<file path="src/dmac_pkg.sv">
// shared types and constants for the four channel dma controller
`default_nettype none
package dmac_pkg;
  localparam logic [3:0] CMD_WR_SRC  = 4'd0;
  localparam logic [3:0] CMD_WR_DST  = 4'd1;
  localparam logic [3:0] CMD_WR_LEN  = 4'd2;
  localparam logic [3:0] CMD_WR_CTRL = 4'd3;
  localparam logic [3:0] CMD_RD_LEN  = 4'd4;
  localparam logic [3:0] CMD_RD_CTRL = 4'd5;
  localparam logic [3:0] CMD_WR_FILL = 4'd6;
  localparam logic [3:0] CMD_RD_FILL = 4'd7;
  localparam logic [3:0] CMD_TRIGGER = 4'd8;
  localparam logic [3:0] CMD_TICK    = 4'd9;

  localparam logic [1:0] KIND_ACK  = 2'd0;
  localparam logic [1:0] KIND_READ = 2'd1;
  localparam logic [1:0] KIND_COPY = 2'd2;

  localparam logic [21:0] MAX_LEN_NEW = 22'h200000;
  localparam logic [21:0] MAX_LEN_OLD = 22'h010000;
  localparam logic [4:0]  HIGH_LEN_BITS = 5'h1f;
  localparam int FILL_WORDS = 4;
  localparam int QUEUE_DEPTH = 2;

  typedef enum logic [3:0] {
    OP_NOP, OP_WR_SRC, OP_WR_DST, OP_WR_LEN, OP_WR_CTRL, OP_RD_LEN,
    OP_RD_CTRL, OP_WR_FILL, OP_RD_FILL, OP_TRIGGER, OP_TICK
  } op_t;

  typedef struct packed {
    op_t         op;
    logic        ok;
    logic [1:0]  channel;
    logic [31:0] value;
    logic [31:0] mask;
    logic [2:0]  timing;
  } entry_t;

  typedef struct packed {
    logic [1:0]  kind;
    logic [31:0] read_data;
    logic [31:0] copy_source;
    logic [31:0] copy_destination;
    logic        unit_is_word;
    logic [1:0]  copy_channel;
    logic        interrupt;
    logic        finished;
  } result_t;
endpackage
`default_nettype wire

</file>
<file path="src/dmac_queue.sv">
// two entry queue between the decode front and the execute back
`default_nettype none
module dmac_queue (
  input  wire logic            clk,
  input  wire logic            rst,
  input  wire logic            push,
  input  wire dmac_pkg::entry_t push_data,
  output logic                 full,
  input  wire logic            pop,
  output logic                 not_empty,
  output dmac_pkg::entry_t     pop_data
);
  import dmac_pkg::*;

  entry_t     store [QUEUE_DEPTH];
  logic       wr_ptr;
  logic       rd_ptr;
  logic [1:0] count;

  assign full = count == 2'(QUEUE_DEPTH);
  assign not_empty = count != 2'd0;
  assign pop_data = store[rd_ptr];

  always_ff @(posedge clk) begin
    if (push) begin
      store[wr_ptr] <= push_data;
    end
    if (rst) begin
      wr_ptr <= 1'b0;
      rd_ptr <= 1'b0;
      count <= 2'd0;
    end else begin
      if (push) wr_ptr <= ~wr_ptr;
      if (pop) rd_ptr <= ~rd_ptr;
      count <= count + 2'(push) - 2'(pop);
    end
  end
endmodule
`default_nettype wire

</file>
<file path="src/dmac_engine.sv">
// channel state, register access and copy sequencing with output register
`default_nettype none
module dmac_engine #(
  parameter int NUM_CHANNELS = 4
) (
  input  wire logic             clk,
  input  wire logic             rst,
  input  wire logic             arch_mode,
  input  wire logic             q_valid,
  input  wire dmac_pkg::entry_t q_data,
  output logic                  q_pop,
  output logic                  out_valid,
  input  wire logic             out_stall,
  output dmac_pkg::result_t     res
);
  import dmac_pkg::*;

  localparam int CH_W = (NUM_CHANNELS > 1) ? $clog2(NUM_CHANNELS) : 1;

  logic [31:0] source_reg [NUM_CHANNELS];
  logic [31:0] destination_reg [NUM_CHANNELS];
  logic [20:0] length_reg [NUM_CHANNELS];
  logic [15:0] control_reg [NUM_CHANNELS];
  logic [31:0] work_source [NUM_CHANNELS];
  logic [31:0] work_destination [NUM_CHANNELS];
  logic [21:0] work_count [NUM_CHANNELS];
  logic [NUM_CHANNELS-1:0] pending;
  logic [31:0] fill_word [FILL_WORDS];

  logic [31:0] source_next [NUM_CHANNELS];
  logic [31:0] destination_next [NUM_CHANNELS];
  logic [20:0] length_next [NUM_CHANNELS];
  logic [15:0] control_next [NUM_CHANNELS];
  logic [31:0] wsrc_next [NUM_CHANNELS];
  logic [31:0] wdst_next [NUM_CHANNELS];
  logic [21:0] wcnt_next [NUM_CHANNELS];
  logic [NUM_CHANNELS-1:0] pending_next;
  logic [31:0] fill_next [FILL_WORDS];
  result_t     res_next;
  logic [NUM_CHANNELS-1:0] enabled;

  function automatic logic [2:0] timing_of(logic [15:0] c, logic am);
    return am ? c[13:11] : {1'b0, c[13:12]};
  endfunction

  function automatic logic [21:0] full_count(logic [20:0] l, logic am);
    if (am) return (l == 21'd0) ? MAX_LEN_NEW : {1'b0, l};
    return (l[15:0] == 16'd0) ? MAX_LEN_OLD : {6'd0, l[15:0]};
  endfunction

  function automatic logic [31:0] step_of(logic [1:0] m, logic [31:0] size);
    unique case (m)
      2'd1: return 32'd0 - size;
      2'd2: return 32'd0;
      default: return size;
    endcase
  endfunction

  assign q_pop = q_valid && (!out_valid || !out_stall);

  always_comb begin
    logic [CH_W-1:0] ci;
    logic [CH_W-1:0] pi;
    logic            found;
    logic [15:0]     oldc;
    logic [15:0]     c;
    logic [31:0]     size;
    ci = CH_W'(q_data.channel);
    pi = '0;
    found = 1'b0;
    source_next = source_reg;
    destination_next = destination_reg;
    length_next = length_reg;
    control_next = control_reg;
    wsrc_next = work_source;
    wdst_next = work_destination;
    wcnt_next = work_count;
    pending_next = pending;
    fill_next = fill_word;
    res_next = '0;
    oldc = control_reg[ci];
    c = 16'd0;
    size = 32'd2;
    for (int i = NUM_CHANNELS - 1; i >= 0; i--) begin
      if (pending[i]) begin
        pi = CH_W'(i);
        found = 1'b1;
      end
    end
    unique case (q_data.op)
      OP_WR_SRC: if (q_data.ok) begin
        source_next[ci] = (source_reg[ci] & ~q_data.mask) | (q_data.value & q_data.mask);
      end
      OP_WR_DST: if (q_data.ok) begin
        destination_next[ci] = (destination_reg[ci] & ~q_data.mask)
                             | (q_data.value & q_data.mask);
      end
      OP_WR_LEN: if (q_data.ok) begin
        length_next[ci][15:0] = (length_reg[ci][15:0] & ~q_data.mask[15:0])
                              | (q_data.value[15:0] & q_data.mask[15:0]);
      end
      OP_WR_CTRL: if (q_data.ok) begin
        if (arch_mode) begin
          length_next[ci][20:16] = (length_reg[ci][20:16] & ~q_data.mask[4:0])
                                 | (q_data.value[4:0] & q_data.mask[4:0] & HIGH_LEN_BITS);
        end
        c = (oldc & ~q_data.mask[15:0]) | (q_data.value[15:0] & q_data.mask[15:0]);
        control_next[ci] = c;
        if (!c[15]) begin
          pending_next[ci] = 1'b0;
        end else if (!oldc[15]) begin
          wsrc_next[ci] = source_reg[ci];
          wdst_next[ci] = destination_reg[ci];
          wcnt_next[ci] = full_count(length_next[ci], arch_mode);
          if (timing_of(c, arch_mode) == 3'd0) pending_next[ci] = 1'b1;
        end
      end
      OP_RD_LEN: begin
        res_next.kind = KIND_READ;
        if (q_data.ok) res_next.read_data = {16'd0, length_reg[ci][15:0]};
      end
      OP_RD_CTRL: begin
        res_next.kind = KIND_READ;
        if (q_data.ok) begin
          res_next.read_data = {16'd0, oldc | {11'd0,
                                (arch_mode ? length_reg[ci][20:16] : 5'd0)}};
        end
      end
      OP_WR_FILL: begin
        fill_next[q_data.channel] = (fill_word[q_data.channel] & ~q_data.mask)
                                  | (q_data.value & q_data.mask);
      end
      OP_RD_FILL: begin
        res_next.kind = KIND_READ;
        res_next.read_data = fill_word[q_data.channel];
      end
      OP_TRIGGER: begin
        for (int i = 0; i < NUM_CHANNELS; i++) begin
          if (control_reg[i][15] && timing_of(control_reg[i], arch_mode) == q_data.timing)
            pending_next[i] = 1'b1;
        end
      end
      OP_TICK: if (found) begin
        c = control_reg[pi];
        size = c[10] ? 32'd4 : 32'd2;
        res_next.kind = KIND_COPY;
        res_next.copy_source = work_source[pi];
        res_next.copy_destination = work_destination[pi];
        res_next.unit_is_word = c[10];
        res_next.copy_channel = 2'(pi);
        wsrc_next[pi] = work_source[pi] + step_of(c[8:7], size);
        wdst_next[pi] = work_destination[pi] + step_of(c[6:5], size);
        if (work_count[pi] > 22'd1) begin
          wcnt_next[pi] = work_count[pi] - 22'd1;
        end else begin
          res_next.interrupt = c[14];
          res_next.finished = 1'b1;
          pending_next[pi] = 1'b0;
          if (c[9] && timing_of(c, arch_mode) != 3'd0) begin
            wcnt_next[pi] = full_count(length_reg[pi], arch_mode);
            if (c[6:5] == 2'd3) wdst_next[pi] = destination_reg[pi];
          end else begin
            control_next[pi] = c & 16'h7fff;
            wcnt_next[pi] = 22'd0;
          end
        end
      end
      default: ;
    endcase
  end

  always_comb begin
    for (int i = 0; i < NUM_CHANNELS; i++) enabled[i] = control_reg[i][15];
  end

  always_ff @(posedge clk) begin
    if (q_pop) res <= res_next;
    if (rst) begin
      out_valid <= 1'b0;
      pending <= '0;
      for (int i = 0; i < NUM_CHANNELS; i++) begin
        source_reg[i] <= '0;
        destination_reg[i] <= '0;
        length_reg[i] <= '0;
        control_reg[i] <= '0;
        work_source[i] <= '0;
        work_destination[i] <= '0;
        work_count[i] <= '0;
      end
      for (int i = 0; i < FILL_WORDS; i++) fill_word[i] <= '0;
    end else begin
      if (q_pop) begin
        out_valid <= 1'b1;
        source_reg <= source_next;
        destination_reg <= destination_next;
        length_reg <= length_next;
        control_reg <= control_next;
        work_source <= wsrc_next;
        work_destination <= wdst_next;
        work_count <= wcnt_next;
        pending <= pending_next;
        fill_word <= fill_next;
      end else if (!out_stall) begin
        out_valid <= 1'b0;
      end
    end
  end

  a_pending_enabled: assert property (@(posedge clk) disable iff (rst)
    (pending & ~enabled) == '0) else $error("pending channel not enabled");
  a_irq_finished: assert property (@(posedge clk) disable iff (rst)
    out_valid && res.interrupt |-> res.finished) else $error("interrupt without finish");
  a_finish_copy: assert property (@(posedge clk) disable iff (rst)
    out_valid && res.finished |-> res.kind == KIND_COPY) else $error("finish on non copy");
  a_reset_clear: assert property (@(posedge clk)
    rst |=> pending == '0 && !out_valid) else $error("reset left state");
endmodule
`default_nettype wire

</file>
<file path="src/four_channel_dma_controller_core.sv">
// four channel dma controller: command decode, queue and execute engine
// a transfer is first written into the queue, then registered in the engine output register
// throughput: one transfer per cycle while the output is not stalled; a trigger may mark several channels pending
// the two entry queue lets the decode side keep accepting while output stalls, until it is full
// reset: synchronous, clears all channel registers, fill words and pending flags
`default_nettype none
module four_channel_dma_controller_core #(
  parameter int NUM_CHANNELS = 4
) (
  input  wire logic        clk,
  input  wire logic        rst,
  input  wire logic        cfg_we,
  input  wire logic        cfg_wdata,
  input  wire logic        in_valid,
  output logic             in_stall,
  input  wire logic [3:0]  cmd,
  input  wire logic [1:0]  channel,
  input  wire logic [31:0] value,
  input  wire logic [31:0] mask,
  input  wire logic [2:0]  trigger_timing,
  output logic             out_valid,
  input  wire logic        out_stall,
  output logic [1:0]       kind,
  output logic [31:0]      read_data,
  output logic [31:0]      copy_source,
  output logic [31:0]      copy_destination,
  output logic             unit_is_word,
  output logic [1:0]       copy_channel,
  output logic             interrupt,
  output logic             finished
);
  import dmac_pkg::*;

  logic    arch_mode;
  logic    q_full;
  logic    q_valid;
  logic    q_pop;
  entry_t  decoded;
  entry_t  q_data;
  result_t res;

  always_ff @(posedge clk) begin
    if (rst) begin
      arch_mode <= 1'b1;
    end else if (cfg_we) begin
      arch_mode <= cfg_wdata;
    end
  end

  always_comb begin
    decoded.ok = 32'(channel) < NUM_CHANNELS;
    decoded.channel = channel;
    decoded.value = value;
    decoded.mask = mask;
    decoded.timing = trigger_timing;
    unique case (cmd)
      CMD_WR_SRC:  decoded.op = OP_WR_SRC;
      CMD_WR_DST:  decoded.op = OP_WR_DST;
      CMD_WR_LEN:  decoded.op = OP_WR_LEN;
      CMD_WR_CTRL: decoded.op = OP_WR_CTRL;
      CMD_RD_LEN:  decoded.op = OP_RD_LEN;
      CMD_RD_CTRL: decoded.op = OP_RD_CTRL;
      CMD_WR_FILL: decoded.op = OP_WR_FILL;
      CMD_RD_FILL: decoded.op = OP_RD_FILL;
      CMD_TRIGGER: decoded.op = OP_TRIGGER;
      CMD_TICK:    decoded.op = OP_TICK;
      default:     decoded.op = OP_NOP;
    endcase
  end

  assign in_stall = q_full;

  dmac_queue u_queue (
    .clk       (clk),
    .rst       (rst),
    .push      (in_valid && !q_full),
    .push_data (decoded),
    .full      (q_full),
    .pop       (q_pop),
    .not_empty (q_valid),
    .pop_data  (q_data)
  );

  dmac_engine #(.NUM_CHANNELS(NUM_CHANNELS)) u_engine (
    .clk       (clk),
    .rst       (rst),
    .arch_mode (arch_mode),
    .q_valid   (q_valid),
    .q_data    (q_data),
    .q_pop     (q_pop),
    .out_valid (out_valid),
    .out_stall (out_stall),
    .res       (res)
  );

  assign kind = res.kind;
  assign read_data = res.read_data;
  assign copy_source = res.copy_source;
  assign copy_destination = res.copy_destination;
  assign unit_is_word = res.unit_is_word;
  assign copy_channel = res.copy_channel;
  assign interrupt = res.interrupt;
  assign finished = res.finished;
endmodule
`default_nettype wire

</file>
<file path="config.mk">
export PLATFORM = sky130hd
export DESIGN_NAME = four_channel_dma_controller_core
export DESIGN_NICKNAME = d
export VERILOG_FILES = /design/src/dmac_pkg.sv /design/src/dmac_queue.sv /design/src/dmac_engine.sv /design/src/four_channel_dma_controller_core.sv
export SDC_FILE = /design/constraint.sdc
export NUM_CORES = 2
export LEC_CHECK = 0
export BUFFER_PORTS_ARGS = -buffer_cell sky130_fd_sc_hd__buf_2
export CORE_UTILIZATION = 45
export DETAILED_ROUTE_END_ITERATION = 6
export PLACE_DENSITY = 0.68
export SYNTH_ARGS = -nofsm -noshare
export SYNTH_HDL_FRONTEND = slang
export SYNTH_SLANG_ARGS = --single-unit
</file>
<file path="constraint.sdc">
create_clock -name clk -period 10.47 [get_ports clk]
set_input_delay 1.5705 -clock clk [delete_from_list [all_inputs] [get_ports clk]]
set_output_delay 1.5705 -clock clk [all_outputs]
set_load 0.1 [all_outputs]
</file>
Word level (Yosys, flattened, before mapping)

Memory sizes are Yosys's and may differ from the RTL's. A register that Yosys moved wholly into a read port is not among the register bits.
Cells that the tools add are included.

Add/sub/neg operators: 6
Order comparisons: 9
Equal/unequal tests: 34
Muxes and demuxes: 172
Bitwise gates (word level): 32
Reduce and logical (&&, ||, !) cells: 38

Operators by type and width:

| operator         | number |
|---|---|
| $mux W128        | 11 |
| $bwmux W128      | 8 |
| $mux W32         | 18 |
| $mux W88         | 6 |
| $pmux W128 S2    | 2 |
| $mux W84         | 5 |
| $mux W22         | 18 |
| $bmux W32 S2     | 6 |
| $bwmux W88       | 3 |
| $mux W64         | 4 |
| $pmux W88 S2     | 1 |
| $bwmux W84       | 2 |
| $pmux W84 S2     | 1 |
| $mux W21         | 7 |
| $and A32 B32 Y32 | 4 |
| $bwmux W64       | 2 |
| $demux W32 S2    | 2 |
| $pmux W32 S2     | 2 |
| $pmux W64 S2     | 1 |
| $bmux W21 S2     | 3 |
| $mux W16         | 7 |
| $or A32 B32 Y32  | 3 |
| $pmux W32 S3     | 1 |
| $and A88 B88 Y88 | 1 |
| other kinds (63) | 173 |

Bits in registers: 989
RAM bits: 146
ROM bits: 64
Bits of input ports: 79
Output and inout port bits: 105
Word-level logic and storage cells: 342
Memories: 2

Memory list:

| name            | depth | bits a word | read ports | clocked after Yosys merged registers in | write ports | RTL line                               | text |
|---|---|---|---|---|---|---|---|
| u_queue.store   | 2     | 73          | 1          | 1                                       | 1           | dmac_queue.sv:15                       | `entry_t store [QUEUE_DEPTH];` |
| (no name shown) | 16    | 4           | 1          | 0                                       | 0           | four_channel_dma_controller_core.sv:56 | `unique case (cmd)` |

Longest topological paths before layout

Depth in word-level cells: 26
Depth in mapped cells: 27
Depth with buffers taken out: 21

Hierarchy

Synthesis repeated with hierarchy kept, for this count alone.

Cell total of the unflattened synthesis: 6378
Area, all modules: 58407.3 um2

Modules (own cells, without submodules):

| module                           | times used | cells each | area an instance (um2) | seq. area each (um2) |
|---|---|---|---|---|
| dmac_engine                      | 1          | 6108       | 52445.3                | 20729.9 |
| dmac_queue                       | 1          | 251        | 5805.6                 | 4544.4 |
| four_channel_dma_controller_core | 1          | 19         | 156.4                  | 20.0 |

Least setup slack after synthesis

No wires, ideal clock.

Path type: input-to-reg
From: input out_stall
To: register u_engine.work_destination[46] (netlist name)
Arrival time: 6.481 ns
Setup slack: 3.861 ns
Stages on the path: 9
Cell sequence: nand2_1 o21ai_1 clkinv_1 o21ai_1 a21oi_1 o21ai_1 nor2_1 a222oi_1 nor2_1

Word-level cells in the longest chain between the ends: 4

Ends and longest elaborated chain:

| element                     | RTL line                               | text |
|---|---|---|
| start, declared             | four_channel_dma_controller_core.sv:22 | `input wire logic out_stall,` |
| $logic_not A1 Y1            | dmac_engine.sv:59                      | `assign q_pop = q_valid && (!out_valid \|\| !out_stall);` |
| $logic_or A1 B1 Y1          | dmac_engine.sv:59                      |  |
| $logic_and A1 B1 Y1         | dmac_engine.sv:59                      |  |
| named net q_pop             | four_channel_dma_controller_core.sv:37 | `logic q_pop;` |
| $reduce_and A6 Y1 (no line) | n/a                                    |  |
| end signal, assigned        | dmac_engine.sv:199                     | `work_destination <= wdst_next;` |
| end, declared               | dmac_engine.sv:25                      | `logic [31:0] work_destination [NUM_CHANNELS];` |

The timed path passes the listed nets, and every way through them passes these cells.
A chain may end at the register's enable or synchronous reset.

==> results.json <==
{
  "cts_buffer_depth": 3,
  "critPathArrivalTime_ns": 8.11,
  "p_leak_nw": 21.56,
  "cts_resized": 0,
  "multi_input_area_mm2": 0.03129,
  "io_buffers": 183,
  "busiest_layer": "met2",
  "clkSlewWorstSetupHoldPaths_ns": 0.06,
  "cts_sinks": 1136,
  "area_growth_pct": 10.73,
  "start_util": 0.4536,
  "cp_slowest_stage_delay_ns": 0.84,
  "mostFrequentLayoutCell": "nor2_1",
  "cts_tree": "yes",
  "routedWlPerCell_um": 28.42,
  "met1_usage": 0.4681,
  "cts_setup_buffers": 0,
  "final_cell_mix": "nor2_1, dfxtp_1, a211oi_1",
  "cellPowerDensity_mw_per_mm2": 219.7,
  "postCtsHoldBufs": 0,
  "antenna_found_initial": 6,
  "die_w_um": 363.3,
  "ys.flop_type": "dfxtp_1",
  "crit_buf_inv": 2,
  "period_needed_ns": 7.456,
  "grtUsageMet3": 0.1134,
  "grt_pass1_wl_um": 347100,
  "synth_seq_cells": 1136,
  "synth-seq-area-share": 0.4297,
  "dr.pass1.iters": 7,
  "grt_usage": 0.3476,
  "layout.nets": 6629,
  "drt_iter0_drc": 9744,
  "regArea_mm2": 0.02524,
  "setup_tns_ns": 0,
  "avgViaCountPerCell": 6.842,
  "h-tree-depth": 3,
  "critPathCaptureType": "flip-flop",
  "min_to": "u_engine.work_destination[42]",
  "synth_warnings": 0,
  "reg2reg_depth": 19,
  "core_area_mm2": 0.1295,
  "grt_pass1_vias": 52400,
  "relSlewSlack": 0.05149,
  "hold_path_class": "reg2reg",
  "grt_max_degree": 222,
  "synth_cell_types": 118,
  "rows": 132,
  "setup_viol": 0,
  "rsz0062_at_grt": "no",
  "r2r_slack_ns": 3.01,
  "final_core_util": 0.5023,
  "ir_drop_v": 0.0002920,
  "drv_cap": 0,
  "syn_area_mm2": 0.05873,
  "dp_hpwl_um": 153700,
  "fp.dieArea_mm2": 0.1320,
  "syn-num-nets": 6740,
  "synth_enable_flop_cells": 249,
  "drc": 6,
  "routed_wl_um": 237300,
  "cp-start-kind": "flip-flop",
  "num_vias": 57130,
  "ys_async_sr_fraction": 0,
  "synth.avg_cell_area_um2": 8.881,
  "drive_gt1_frac": 0.1258,
  "fmax_ghz": 0.1341,
  "timing.rr.end": "u_engine.work_source[125]",
  "slowest_stage": "buf_4",
  "gp_routability_congestion": 0.9966,
  "hold_viol_final": 0,
  "grt-ovfl-total": 0,
  "critPathRequiredTime_ns": 11.13,
  "crit_chain": "buf_4 -> nand2b_1 -> nor2_4 -> buf_4 -> a222oi_1 -> nand2_1 -> ha_1 -> fa_1 -> a211oi_1 -> o21bai_1 -> a2111oi_0 -> o21ai_0 -> a31oi_1 -> o221ai_1 -> a21oi_1 -> o21ai_0 -> xnor2_1 -> a221oi_1 -> nor3_1",
  "min_from": "u_engine.work_destination[42]",
  "fin_crit_sh": 0.7122,
  "largest_reg_flops": 146,
  "path_max_fanout": 59,
  "nFillCells": 12050,
  "insertion_delay_ns": 0.76,
  "cts_root_buffer": "clkbuf_16",
  "cts_made_buffers": 118,
  "syn_inst": 6613,
  "worst-setup-path-type": "reg2reg",
  "outcome": "finished, violations left",
  "io_pins": 184,
  "max_flop_register": "u_queue.store",
  "violations": "design-rule violations",
  "hold_slack_ns": 0.4621,
  "use_met2": 0.4949,
  "slew_viol_final": 0,
  "skew_ns": 0.04171,
  "hold_depth": 2,
  "die_y_um": 363.3,
  "ant_nets": 0,
  "crit_family": "compound AO/OA/AOI/OAI gates",
  "tightest_slew_ns": 1.423
}
cell usage after synthesis, types with 89 or more instances:
cell type,number,share of area
a211oi_1,420,0.054
a21oi_1,315,0.027
a221oi_1,199,0.030
a22oi_1,132,0.017
clkbuf_1,438,0.028
dfxtp_1,887,0.30
edfxtp_1,249,0.13
mux4_2,127,0.049
nand2_1,388,0.025
nor2_1,1246,0.080
nor3_1,367,0.031
o211ai_1,149,0.019
o21ai_0,255,0.022
o22ai_1,89,0.0095
report_power, final:
part / internal, mW / total, mW / switching [mW] / leakage (nW)
Clock: 2.51 / 4.41 / 1.90 / 1.98
Sequential: 4.84 / 5.03 / 0.193 / 9.53
Combinational: 1.03 / 4.85 / 3.82 / 10.0
per-layer routing:
layer	up-vias	wire length [um]
li1	24760	-
met1	27360	92930
met2	4255	97270
met3	755	34280
met4	2	12820
met5	-	11
worst max-delay path by stage:
stage,endpoint,depth (start not counted),slack [ns]
final,u_engine.work_source[125],19,3.01
after global routing,u_engine.work_source[125],19,2.83
after CTS,u_engine.work_source[93],19,3.34
after detailed placement,u_engine.work_source[93],19,3.35
after global placement,u_engine.work_source[93],19,3.52
after floorplan,u_engine.work_destination[46],9,3.86
kinds of logic after synthesis:
logic type	share of synthesized area
AO/OA/AOI/OAI	0.2630
XOR/XNOR	0.01566
adder cells (fa/ha/maj)	0.01048
buffers and inverters	0.04450
flip-flops	0.4297
multiplexers	0.05607
AND/OR/NAND/NOR	0.1807
metrics by stage:
stage / power [mW] / std cells / setup slack [ns] / instance area, um^2
after floorplan: 8.360 / 6613 / 3.861 / 58730
after global placement: 9.771 / 8124 / 3.517 / 61010
after detailed placement: 9.803 / 8124 / 3.353 / 61010
after CTS: 14.15 / 8349 / 3.336 / 65030
after global routing: 14.64 / 8349 / 2.831 / 65030
final: 14.29 / 8350 / 3.014 / 65040
layout make-up:
class / instances / area share
inverter: 64 / 0.003771
sequential: 1136 / 0.3882
clock buffer: 164 / 0.05192
tap: 1742 / 0.03351
multi-input combinational: 4852 / 0.4810
antenna: 1 / 0.00003848
clock inverter: 61 / 0.009966
timing repair buffer: 330 / 0.03159
worst reg2reg max path: cells and delay by family, from the launching register on:
kind	cells	cell delay, ns
AOI/OAI and AO/OA	10	3.28
xor gates and xnor gates	1	0.34
adders and majority gates	2	0.73
buffers and inverters	2	1.18
DFF	1	0.80
and+or+nand+nor	4	1.03
No activity file was read; power rests on OpenSTA's default activity.
